`config.mk`:
```
export PLATFORM = sky130hd
export DESIGN_NAME = rpn_stack_evaluator_core
export DESIGN_NICKNAME = d
export VERILOG_FILES = /design/src/rtl/rpn_pkg.sv /design/src/rtl/rpn_div.sv /design/src/rtl/rpn_stack_evaluator_core.sv
export SDC_FILE = /design/constraint.sdc
export NUM_CORES = 2
export LEC_CHECK = 0
export ABC_AREA = 1
export BUFFER_PORTS_ARGS = -buffer_cell sky130_fd_sc_hd__buf_2
export CORE_MARGIN = 5
export CORE_UTILIZATION = 60
export CTS_CLUSTER_DIAMETER = 50
export DETAILED_ROUTE_END_ITERATION = 10
export MAX_ROUTING_LAYER = met4
export PLACE_DENSITY = 0.74
export SETUP_SLACK_MARGIN = 0.1
export SLEW_MARGIN = 20
export SYNTH_ARGS = -nofsm -noshare
export SYNTH_HDL_FRONTEND = slang
export SYNTH_SLANG_ARGS = --single-unit
export TNS_END_PERCENT = 20
```
`constraint.sdc`:
```
create_clock -name clk_i -period 9.2 [get_ports clk_i]
set_input_delay 0.46 -clock clk_i [delete_from_list [all_inputs] [get_ports clk_i]]
set_output_delay 0.46 -clock clk_i [all_outputs]
set_load 0.01 [all_outputs]
```
`src/rtl/rpn_pkg.sv`:
```
// Package for the RPN stack evaluator: token and result types, command and
// status codes, sizing constants and the microcode ROM of the sequencer.
// No dependencies.
`default_nettype none

package rpn_pkg;

  // Sizing
  localparam int unsigned STACK_DEPTH = 32;
  localparam int unsigned DEPTH_W     = $clog2(STACK_DEPTH + 1);
  localparam int unsigned PTR_W       = $clog2(STACK_DEPTH);
  localparam int unsigned DATA_W      = 32;
  localparam int unsigned DIV_CNT_W   = $clog2(DATA_W);

  // Command codes
  localparam logic [2:0] CMD_PUSH = 3'd0;
  localparam logic [2:0] CMD_ADD  = 3'd1;
  localparam logic [2:0] CMD_SUB  = 3'd2;
  localparam logic [2:0] CMD_MUL  = 3'd3;
  localparam logic [2:0] CMD_DIV  = 3'd4;

  // Status codes
  localparam logic [2:0] ST_OK        = 3'd0;
  localparam logic [2:0] ST_UNDERFLOW = 3'd1;
  localparam logic [2:0] ST_OVERFLOW  = 3'd2;
  localparam logic [2:0] ST_DIVZERO   = 3'd3;
  localparam logic [2:0] ST_BADDEPTH  = 3'd4;

  // Input token
  typedef struct packed {
    logic [2:0]               command;
    logic signed [DATA_W-1:0] number;
    logic                     last_token;
  } in_t;

  // Result of one expression
  typedef struct packed {
    logic signed [DATA_W-1:0] value;
    logic [2:0]               status;
  } out_t;

  // Divider control and status
  typedef struct packed {
    logic start;
  } div_ctl_t;

  typedef struct packed {
    logic busy;
    logic done;
  } div_sts_t;

  // Microcode addresses
  typedef enum logic [3:0] {
    U_IDLE     = 4'd0,
    U_DECODE   = 4'd1,
    U_PUSH     = 4'd2,
    U_UNDER    = 4'd3,
    U_RD_B     = 4'd4,
    U_RD_A     = 4'd5,
    U_ALU      = 4'd6,
    U_DIV_CHK  = 4'd7,
    U_DIV_WAIT = 4'd8,
    U_WRB      = 4'd9,
    U_END      = 4'd10,
    U_FIN      = 4'd11
  } uaddr_e;

  // Datapath action of one step
  typedef enum logic [3:0] {
    ACT_NONE,
    ACT_LATCH,
    ACT_PUSH,
    ACT_UNDER,
    ACT_RD_B,
    ACT_RD_A,
    ACT_ALU,
    ACT_DIV_CHK,
    ACT_DIV_CAP,
    ACT_WRB,
    ACT_RD_TOP,
    ACT_EMIT
  } act_e;

  // Jump conditions: true selects target, false selects next
  typedef enum logic [2:0] {
    JC_ALWAYS,
    JC_IN_FIRE,
    JC_DISPATCH,
    JC_IS_DIV,
    JC_B_ZERO,
    JC_DIV_DONE,
    JC_LAST,
    JC_OUT_FREE
  } jc_e;

  typedef struct packed {
    act_e   act;
    jc_e    jc;
    uaddr_e target;
    uaddr_e next;
  } ucw_t;

  // Microcode ROM
  function automatic ucw_t ucode(uaddr_e addr);
    ucw_t w;
    unique case (addr)
      U_IDLE:     w = '{ACT_LATCH,   JC_IN_FIRE,  U_DECODE,   U_IDLE};
      U_DECODE:   w = '{ACT_NONE,    JC_DISPATCH, U_END,      U_END};
      U_PUSH:     w = '{ACT_PUSH,    JC_ALWAYS,   U_END,      U_END};
      U_UNDER:    w = '{ACT_UNDER,   JC_ALWAYS,   U_END,      U_END};
      U_RD_B:     w = '{ACT_RD_B,    JC_ALWAYS,   U_RD_A,     U_RD_A};
      U_RD_A:     w = '{ACT_RD_A,    JC_ALWAYS,   U_ALU,      U_ALU};
      U_ALU:      w = '{ACT_ALU,     JC_IS_DIV,   U_DIV_CHK,  U_WRB};
      U_DIV_CHK:  w = '{ACT_DIV_CHK, JC_B_ZERO,   U_WRB,      U_DIV_WAIT};
      U_DIV_WAIT: w = '{ACT_DIV_CAP, JC_DIV_DONE, U_WRB,      U_DIV_WAIT};
      U_WRB:      w = '{ACT_WRB,     JC_ALWAYS,   U_END,      U_END};
      U_END:      w = '{ACT_RD_TOP,  JC_LAST,     U_FIN,      U_IDLE};
      U_FIN:      w = '{ACT_EMIT,    JC_OUT_FREE, U_IDLE,     U_FIN};
      default:    w = '{ACT_NONE,    JC_ALWAYS,   U_IDLE,     U_IDLE};
    endcase
    return w;
  endfunction

endpackage

`default_nettype wire

```
`src/rtl/rpn_div.sv`:
```
// Iterative signed divider, one quotient bit per cycle, truncating toward zero.
// Depends on rpn_pkg for widths and the control/status structs.
`default_nettype none

module rpn_div import rpn_pkg::*; (
  input  logic              clk_i,
  input  logic              rst_ni,
  input  div_ctl_t          ctl_i,
  input  logic [DATA_W-1:0] dividend_i,
  input  logic [DATA_W-1:0] divisor_i,
  output div_sts_t          sts_o,
  output logic [DATA_W-1:0] quotient_o
);

  logic                 busy_q, busy_d;
  logic                 done_q, done_d;
  logic [DIV_CNT_W-1:0] cnt_q, cnt_d;
  logic [DATA_W-1:0]    rem_q, rem_d;
  logic [DATA_W-1:0]    quo_q, quo_d;
  logic [DATA_W-1:0]    dmag_q, dmag_d;
  logic                 neg_q, neg_d;
  logic [DATA_W:0]      shifted;
  logic [DATA_W+1:0]    diff;

  // One restoring step
  assign shifted = {rem_q, quo_q[DATA_W-1]};
  assign diff    = {1'b0, shifted} - {2'b00, dmag_q};

  always_comb begin
    busy_d = busy_q;
    done_d = 1'b0;
    cnt_d  = cnt_q;
    rem_d  = rem_q;
    quo_d  = quo_q;
    dmag_d = dmag_q;
    neg_d  = neg_q;
    if (ctl_i.start) begin
      busy_d = 1'b1;
      cnt_d  = '0;
      rem_d  = '0;
      quo_d  = dividend_i[DATA_W-1] ? (~dividend_i + 1'b1) : dividend_i;
      dmag_d = divisor_i[DATA_W-1] ? (~divisor_i + 1'b1) : divisor_i;
      neg_d  = dividend_i[DATA_W-1] ^ divisor_i[DATA_W-1];
    end else if (busy_q) begin
      rem_d = diff[DATA_W+1] ? shifted[DATA_W-1:0] : diff[DATA_W-1:0];
      quo_d = {quo_q[DATA_W-2:0], ~diff[DATA_W+1]};
      cnt_d = cnt_q + 1'b1;
      if (cnt_q == DIV_CNT_W'(DATA_W - 1)) begin
        busy_d = 1'b0;
        done_d = 1'b1;
      end
    end
  end

  // Hold control state
  always_ff @(posedge clk_i or negedge rst_ni) begin
    if (!rst_ni) begin
      busy_q <= 1'b0;
      done_q <= 1'b0;
      cnt_q  <= '0;
    end else begin
      busy_q <= busy_d;
      done_q <= done_d;
      cnt_q  <= cnt_d;
    end
  end

  // Hold datapath
  always_ff @(posedge clk_i) begin
    rem_q  <= rem_d;
    quo_q  <= quo_d;
    dmag_q <= dmag_d;
    neg_q  <= neg_d;
  end

  // Apply sign of the quotient
  assign quotient_o = neg_q ? (~quo_q + 1'b1) : quo_q;
  assign sts_o.busy = busy_q;
  assign sts_o.done = done_q;

endmodule

`default_nettype wire

```
`src/rtl/rpn_stack_evaluator_core.sv`:
```
// RPN stack evaluator: a microcoded sequencer over an operand stack memory.
// Per token: a push writes the stack; add/sub/mul read both operands through the
// registered stack memory port, then compute and write back; a divide also waits
// on the one-bit-per-cycle divider. A last token adds an emit step, held on stall.
// Reset clears depth, sticky status and sequencer; stack contents are left as is.
// Depends on rpn_pkg and rpn_div.
`default_nettype none

module rpn_stack_evaluator_core import rpn_pkg::*; (
  input  logic clk_i,
  input  logic rst_ni,
  input  logic in_valid_i,
  output logic in_stall_o,
  input  in_t  in_data_i,
  output logic out_valid_o,
  input  logic out_stall_i,
  output out_t out_data_o
);

  uaddr_e              upc_q, upc_d;
  ucw_t                uw;
  logic [DEPTH_W-1:0]  depth_q, depth_d;
  logic [2:0]          status_q, status_d;
  in_t                 tok_q;
  logic [DATA_W-1:0]   b_q;
  logic [DATA_W-1:0]   res_q, res_d;
  logic [DATA_W-1:0]   rd_data_q;
  logic                out_valid_q;
  out_t                out_q;
  logic                in_fire, out_free, cond;
  logic                rd_en, wr_en;
  logic [PTR_W-1:0]    rd_addr, wr_addr;
  logic [DATA_W-1:0]   wr_data;
  logic [DEPTH_W-1:0]  depth_m1, depth_m2;
  logic                is_op;
  logic [DATA_W-1:0]   stack_mem [STACK_DEPTH];
  div_ctl_t            div_ctl;
  div_sts_t            div_sts;
  logic [DATA_W-1:0]   quotient;

  assign uw        = ucode(upc_q);
  assign in_stall_o = (upc_q != U_IDLE);
  assign in_fire   = in_valid_i && !in_stall_o;
  assign out_free  = !out_valid_q || !out_stall_i;
  assign depth_m1  = depth_q - 1'b1;
  assign depth_m2  = depth_q - DEPTH_W'(2);
  assign is_op     = (tok_q.command >= CMD_ADD) && (tok_q.command <= CMD_DIV);

  rpn_div u_div (
    .clk_i      (clk_i),
    .rst_ni     (rst_ni),
    .ctl_i      (div_ctl),
    .dividend_i (rd_data_q),
    .divisor_i  (b_q),
    .sts_o      (div_sts),
    .quotient_o (quotient)
  );

  // Select jump condition and next step
  always_comb begin
    case (uw.jc)
      JC_ALWAYS:   cond = 1'b1;
      JC_IN_FIRE:  cond = in_fire;
      JC_IS_DIV:   cond = (tok_q.command == CMD_DIV);
      JC_B_ZERO:   cond = (b_q == '0);
      JC_DIV_DONE: cond = div_sts.done;
      JC_LAST:     cond = tok_q.last_token;
      JC_OUT_FREE: cond = out_free;
      default:     cond = 1'b0;
    endcase
    if (uw.jc == JC_DISPATCH) begin
      if (tok_q.command == CMD_PUSH) begin
        upc_d = U_PUSH;
      end else if (is_op) begin
        upc_d = (depth_q < DEPTH_W'(2)) ? U_UNDER : U_RD_B;
      end else begin
        upc_d = U_END;
      end
    end else begin
      upc_d = cond ? uw.target : uw.next;
    end
  end

  // Decode the step action into datapath controls
  always_comb begin
    depth_d       = depth_q;
    status_d      = status_q;
    res_d         = res_q;
    rd_en         = 1'b0;
    rd_addr       = depth_m1[PTR_W-1:0];
    wr_en         = 1'b0;
    wr_addr       = depth_m2[PTR_W-1:0];
    wr_data       = res_q;
    div_ctl.start = 1'b0;
    unique case (uw.act)
      ACT_PUSH: begin
        if (depth_q == DEPTH_W'(STACK_DEPTH)) begin
          status_d = (status_q == ST_OK) ? ST_OVERFLOW : status_q;
        end else begin
          wr_en   = 1'b1;
          wr_addr = depth_q[PTR_W-1:0];
          wr_data = tok_q.number;
          depth_d = depth_q + 1'b1;
        end
      end
      ACT_UNDER: status_d = (status_q == ST_OK) ? ST_UNDERFLOW : status_q;
      ACT_RD_B:  rd_en = 1'b1;
      ACT_RD_A: begin
        rd_en   = 1'b1;
        rd_addr = depth_m2[PTR_W-1:0];
      end
      ACT_ALU: begin
        case (tok_q.command)
          CMD_ADD: res_d = rd_data_q + b_q;
          CMD_SUB: res_d = rd_data_q - b_q;
          CMD_MUL: res_d = rd_data_q * b_q;
          default: res_d = res_q;
        endcase
      end
      ACT_DIV_CHK: begin
        if (b_q == '0) begin
          status_d = (status_q == ST_OK) ? ST_DIVZERO : status_q;
          res_d    = '0;
        end else begin
          div_ctl.start = 1'b1;
        end
      end
      ACT_DIV_CAP: begin
        if (div_sts.done) begin
          res_d = quotient;
        end
      end
      ACT_WRB: begin
        wr_en   = 1'b1;
        depth_d = depth_m1;
      end
      ACT_RD_TOP: rd_en = 1'b1;
      ACT_EMIT: begin
        if (out_free) begin
          depth_d  = '0;
          status_d = ST_OK;
        end
      end
      default: ;
    endcase
  end

  // Hold sequencer, depth, status and result valid flag
  always_ff @(posedge clk_i or negedge rst_ni) begin
    if (!rst_ni) begin
      upc_q       <= U_IDLE;
      depth_q     <= '0;
      status_q    <= ST_OK;
      out_valid_q <= 1'b0;
    end else begin
      upc_q    <= upc_d;
      depth_q  <= depth_d;
      status_q <= status_d;
      if (uw.act == ACT_EMIT && out_free) begin
        out_valid_q <= 1'b1;
      end else if (!out_stall_i) begin
        out_valid_q <= 1'b0;
      end
    end
  end

  // Hold token, operands and result payload
  always_ff @(posedge clk_i) begin
    res_q <= res_d;
    if (in_fire) begin
      tok_q <= in_data_i;
    end
    if (uw.act == ACT_RD_A) begin
      b_q <= rd_data_q;
    end
    if (uw.act == ACT_EMIT && out_free) begin
      out_q.value  <= (depth_q != '0) ? rd_data_q : '0;
      out_q.status <= (status_q != ST_OK) ? status_q :
                      ((depth_q != DEPTH_W'(1)) ? ST_BADDEPTH : ST_OK);
    end
  end

  // Operand stack memory, registered read
  always_ff @(posedge clk_i) begin
    if (wr_en) begin
      stack_mem[wr_addr] <= wr_data;
    end
    if (rd_en) begin
      rd_data_q <= stack_mem[rd_addr];
    end
  end

  assign out_valid_o = out_valid_q;
  assign out_data_o  = out_q;

`ifndef ASSERT_OFF
  a_depth_bound: assert property (@(posedge clk_i) disable iff (!rst_ni)
    depth_q <= DEPTH_W'(STACK_DEPTH))
    else $error("stack depth beyond capacity");

  a_emit_from_fin: assert property (@(posedge clk_i) disable iff (!rst_ni)
    $rose(out_valid_q) |-> $past(upc_q) == U_FIN)
    else $error("result raised outside the final step");

  a_div_done_waited: assert property (@(posedge clk_i) disable iff (!rst_ni)
    div_sts.done |-> upc_q == U_DIV_WAIT)
    else $error("divider finished while sequencer not waiting");

  a_div_no_restart: assert property (@(posedge clk_i) disable iff (!rst_ni)
    div_ctl.start |-> !div_sts.busy)
    else $error("divider started while busy");
`endif

endmodule

`default_nettype wire
```
=== After elaboration in Yosys (flattened, before gate mapping) ===
Memories as Yosys holds them, arrays and structs flattened. A register that Yosys moved wholly into a read port is not among the register bits.
Index checks and enable logic that the tools add are counted.

* Bits in registers: 253
* Bits in writable memories: 1024
* ROM bits: 240
* Input port bits: 40
* Output and inout bits: 37
* Word-level logic and storage cells: 146
* Memories kept: 2

{| class="wikitable"
|+ Memories
! memory !! depth !! width !! rd ports !! clocked after Yosys merged registers in !! wr ports !! RTL line !! text
|-
| stack_mem || 32 || 32 || 1 || 1 || 1 || rpn_stack_evaluator_core.sv:36 || <nowiki>logic [DATA_W-1:0] stack_mem [STACK_DEPTH];</nowiki>
|-
| (name not given) || 16 || 15 || 1 || 0 || 0 || rpn_pkg.sv:106 || <nowiki>unique case (addr)</nowiki>
|}

* Add/subtract/negate cells: 10
* Multipliers: 1
* Order comparisons: 3
* Equality and inequality tests: 34
* Multiplexer cells: 50
* Bitwise gates (word level): 5
* Reduce and logical (&&, ||, !) cells: 22

{| class="wikitable"
|+ Operators by type and width
! cell !! count
|-
| $mux 32 || 9
|-
| $pmux 32 s3 || 2
|-
| $add 32x1->32 const B || 3
|-
| $not 32->32 || 3
|-
| $sub 33x32->34 || 1
|-
| $add 32x32->32 || 1
|-
| $logic_not 32->1 || 1
|-
| $mul 32x32->32 || 1
|-
| $sub 32x32->32 || 1
|-
| $mux 31 || 1
|-
| $mux 3 || 9
|-
| $mux 5 || 5
|-
| $pmux 6 s3 || 1
|-
| $eq 4x3->1 const B || 4
|-
| $eq 4x4->1 const B || 4
|-
| $mux 4 || 4
|-
| $eq 3x3->1 const B || 5
|-
| $mux 1 || 14
|-
| $ne 2x2->1 const B || 7
|-
| $eq 3x2->1 const B || 4
|-
| $mux 6 || 2
|-
| $pmux 3 s4 || 1
|-
| $logic_not 3->1 || 3
|-
| $reduce_bool 3->1 || 3
|-
| 28 further kinds || 36
|}

=== Depth between registers and ports, before layout ===
* Depth after elaboration: 6
* Mapped depth: 36
* Depth with buffers taken out: 34

=== By module ===
A second synthesis with hierarchy kept.

* Cell total of the unflattened synthesis: 8118
* Area, all modules: 78048.6 µm²

{| class="wikitable"
|+ Modules (own cells, without submodules)
! module !! times used !! cells an instance !! area each (µm²) !! sequential area each (µm²)
|-
| rpn_stack_evaluator_core || 1 || 6680 || 68712.2 || 36089.6
|-
| rpn_div || 1 || 1438 || 9336.5 || 2767.7
|}

=== Worst setup path before layout ===
Ideal clock, no wire load.

* Path type: register -> register
* Start point: reg b_q[0]
* End point: reg res_q[0], enable pin
* Library setup time: 0.594 ns
* Arrival: 6.994 ns
* Required time: 8.606 ns
* Path slack: 1.612 ns
* Cell stages (with the launch flop): 15
* Path buffers: 2
* Period minus slack after synthesis: 7.588 ns
* Path through: edfxtp_1 clkbuf_1 inv_1 ha_1 nand2_1 nor3_2 nand2_1 nor2_2 nand3_2 nor2_2 nand2_1 nand2_2 inv_2 buf_6 a2111oi_0

* Word-level cells in the longest chain between the ends: 3

{| class="wikitable"
|+ Ends and longest elaborated chain
! element !! RTL line !! text
|-
| from (decl) || rpn_stack_evaluator_core.sv:25 || <nowiki>logic [DATA_W-1:0] b_q;</nowiki>
|-
| from (signal assigned) || rpn_stack_evaluator_core.sv:174 || <nowiki>b_q <= rd_data_q;</nowiki>
|-
| $logic_not 32->1 || rpn_stack_evaluator_core.sv:121 || <nowiki>if (b_q == '0) begin</nowiki>
|-
| $ne 2x2->1 (no source line) || n/a ||
|-
| $reduce_and 4->1 (no source line) || n/a ||
|-
| to (signal assigned) || rpn_stack_evaluator_core.sv:169 || <nowiki>res_q <= res_d;</nowiki>
|-
| to (decl) || rpn_stack_evaluator_core.sv:26 || <nowiki>logic [DATA_W-1:0] res_q, res_d;</nowiki>
|}

No other way between the ends.
A chain may end at the register's enable or synchronous reset.

=== Final worst setup path ===
* Start point: reg b_q[6]
* End point: reg res_q[24], data pin

* Word-level cells in the longest chain between the ends: 3
* Elaborated cells between the ends (all ways): 5
* Those cells by class: add/sub: 2; mul: 1; mux: 2

{| class="wikitable"
|+ Ends and longest elaborated chain
! element !! RTL line !! text
|-
| $mul 32x32->32, or another cell as far along || rpn_stack_evaluator_core.sv:116 || <nowiki>CMD_MUL: res_d = rd_data_q * b_q;</nowiki>
|-
| $pmux 32 s3 (*) || rpn_stack_evaluator_core.sv:113 || <nowiki>case (tok_q.command)</nowiki>
|-
| $pmux 32 s3 (*) || rpn_stack_evaluator_core.sv:95 || <nowiki>unique case (uw.act)</nowiki>
|-
| net res_d[24] || rpn_stack_evaluator_core.sv:26 ||
|}

The timed path passes the listed nets; every way through them passes the cells marked *.

==> results.md <==
- Area Growth Syn to Fin: 9.763%
- Die Y: 367.1 microns
- Crit path max fanout: 21
- Tcrit/Tclk final: 83.44%
- Share of layout cells above drive strength 1: 7.837%
- Met3 Use GR: 5.811%
- Tot GR Track Use: 34.66%
- Global route hottest layer: met2
- Post-synthesis cell count: 7762
- GR Overflow Total: 0
- Synth Warn #: 0
- Post-route design area: 83970 sq um
- Worst reg2reg path startpoint: b_q[6]
- Clock Tree Buf Depth: 3
- Crit. Startpoint: b_q[6]
- Drt drc: 0
- Final setup violation count: 0
- Tightest Hold Check Type: input port to flip-flop
- Syn Std Cell Area: 76500 sq um
- Grt met1 use: 43.59%
- Core area: 127200 sq um
- Post-Route WL: 227.0 mm
- Sink Count: 1308
- Number of synthesized flops with an enable pin: 1256
- # Post-CTS Setup Buffers: 0
- Hold path start: in_valid_i
- Clk slew on worst S/H paths: 0.06 ns
- Hpwl dp: 146.5 mm
- Placed Instance Area: 78650 sq um
- Syn nets: 8420
- Critical Path AT: 8.22 ns
- Largest net degree at the start of global routing: 184
- Seq/Total Area, Yosys: 50.79%
- Die outline width: 367.1 microns
- Rows: 131
- CP Launch Type: flip-flop
- Skew final: 0.05785 ns
- Synth cell types: 65
- Final hold viol count: 0
- Fin nets: 8407
- Avg Cell Area, Syn: 9.856 sq um
- Final Max Slew Viols: 0
- I/O Pins: 77
- Grt met2 use: 55.48%
- Via Count: 56730
- Antenna viol nets, final: 0
- RSZ-0062 raised after global routing: no
- Top_reg_cell synth: edfxtp_1
- Hold Slack: 0.1772 ns
- Antenna violations before repair: 6
- Starting Density: 60.14%
- Clock latency on the worst-skew pair: 0.80 ns
- Final TNS setup: 0 ns
- Root buffer cell: clkbuf_16
- Max-Cap Viols: 0
- Slew at the pin closest to its max-slew limit: 1.183 ns
- Wire per inst: 23.84 microns
- First-pass GRT wire length: 342.3 mm
- Fin crit period: 7.677 ns
- H-Tree Depth: 4
- Post-placement cell count: 9220
- Number of global-route vias before repair: 56090
- Worst path required time: 9.74 ns
- Synth Register Bits: 1308
- First-pass DRT Iterations: 8
- Crit Path Category: flip-flop to flip-flop
- DR iter-0 viols: 6366
- Port bufs: 76
- Asr flop ratio synth: 1.529%
- CP Capture Type: flip-flop
- Gpl congestion: 0.9991
- CTS resizes: 0
- Die ar.: 134700 sq um
- Status: finished clean
- FMAX: 130.3 MHz
- Total CTS buffers: 150
- CTS tree: done
- Relative slew margins: 20.97%
- DR vias/cell: 5.956
- Final cell count without fillers: 9524
[metrics by stage]
stage | setup slack, ns | utilization, %
floorplan | 1.612 | -
global placement | 1.553 | 61.81
detailed placement | 1.557 | 61.83
CTS | 1.581 | 65.97
global route | 1.086 | 66.02
finish | 1.523 | 66.02
[Yosys cell counts, types with 11 or more instances]
library cell | count | area, sq um
nand2_1 | 1705 | 6400
edfxtp_1 | 1256 | 37720
inv_1 | 1218 | 4572
o21ai_0 | 492 | 2462
fa_1 | 410 | 8208
nor2_1 | 400 | 1501
nand3_1 | 392 | 1962
o211ai_1 | 360 | 2703
clkbuf_1 | 226 | 848.3
ha_1 | 208 | 2603
o21ai_1 | 175 | 875.8
a21oi_1 | 166 | 830.8
buf_2 | 115 | 575.6
xor2_1 | 76 | 665.6
or2_2 | 74 | 462.9
or2_1 | 64 | 400.4
buf_1 | 57 | 214.0
xnor2_1 | 41 | 359.1
nor3_1 | 40 | 200.2
dfxtp_1 | 32 | 640.6
nand4_1 | 27 | 168.9
a21o_1 | 21 | 157.7
nand3b_1 | 21 | 157.7
dfrtp_1 | 20 | 500.5
buf_4 | 16 | 120.1
a31oi_1 | 12 | 75.07
o21bai_1 | 11 | 82.58
[worst max-delay path, stage by stage, from the launching register on]
cell	delay, ns
edfxtp_1	0.91
buf_4	0.34
nand2_1	0.07
inv_1	0.10
fa_1	0.44
fa_1	0.49
fa_1	0.54
inv_1	0.05
fa_1	0.48
inv_1	0.05
fa_1	0.50
inv_1	0.06
fa_1	0.53
inv_1	0.05
fa_1	0.51
fa_1	0.42
ha_1	0.40
nand4_1	0.14
nor3_1	0.33
nand4_1	0.16
nand3_1	0.17
nand3_1	0.12
nand2_1	0.12
nand3_1	0.10
nand3_1	0.09
nand3_1	0.10
nand3_1	0.10
nand2_1	0.06
[what timing repair did]
item | in CTS | in global routing
hold buffers | 38 | 0
hold endpoints to repair | 57 | 0
setup endpoints to repair | 0 | 0
[sequential cells by signal, summed over array words and instances, names as in the netlist, 2 cells and up]
register,flops
res_q,32
tok_q,36
upc_q,4
rd_data_q,32
u_div.rem_q,32
out_data_o,35
stack_mem,1024
b_q,32
depth_q,6
status_q,2
u_div.quo_q,32
u_div.cnt_q,5
u_div.dmag_q,32
[layout by cell type (no fill, tap or decap), types with 7 or more instances in the layout]
cell type	synthesis	layout
a21o_1	21	21
a21oi_1	166	165
a31oi_1	12	12
buf_12	0	8
buf_2	115	76
buf_4	16	135
bufinv_16	0	11
clkbuf_1	226	25
clkbuf_16	0	152
clkinv_1	5	30
clkinv_2	0	19
dfrtp_1	20	20
dfxtp_1	32	32
dlygate4sd3_1	0	38
edfxtp_1	1256	1256
fa_1	410	410
ha_1	208	208
inv_1	1218	1217
inv_6	0	8
nand2_1	1705	1687
nand2_2	4	22
nand3_1	392	390
nand3b_1	21	21
nand4_1	27	27
nor2_1	400	367
nor2_2	7	7
nor2_4	1	34
nor3_1	40	40
nor4_1	8	8
o211ai_1	360	360
o211ai_2	10	10
o21a_1	7	7
o21ai_0	492	491
o21ai_1	175	175
o21bai_1	11	11
o22ai_1	9	8
or2_1	64	64
or2_2	74	74
xnor2_1	41	41
xor2_1	76	76
[final timing paths]
path / end / slack (ns) / cells after the start
max in group asynchronous: u_div.cnt_q[1] / 8.64 / 2
worst max register to register: res_q[24] / 1.52 / 27
worst max-delay path: res_q[24] / 1.52 / 27
min in group asynchronous: status_q[0] / 0.19 / 2
worst min-delay path: tok_q[34] / 0.18 / 3
worst min register to register: u_div.rem_q[30] / 0.47 / 2
[metal layers]
| layer | routed length (microns) | part of all wire [%] |
|---|---|---|
| met2 | 107900 | 48 |
| met5 | 0 | 0 |
| met1 | 85190 | 38 |
| met4 | 12660 | 5.6 |
| met3 | 21310 | 9.4 |
[layout make-up]
cell class                 instances  area [sq um]
timing repair buffer             260          1979
multi-input combinational       4798         31520
antenna                            2         5.005
inverter                        1231          4651
fill                            9848         43220
tap                             1662          2079
clock buffer                     177          3897
clock inverter                    86         979.7
sequential                      1308         38860
[logic make-up after synthesis]
kind of cell	Yosys count	synth area share [%]
buf+inv	1656	8.482
compound gates	1295	10.06
mux	1	0.01309
simple gates	2767	15.18
fa+ha+maj	618	14.13
xor+xnor	117	1.340
flops	1308	50.79
Power is not shown: default switching activity piles up to over one toggle a cycle in this logic, so the estimate is an artifact.
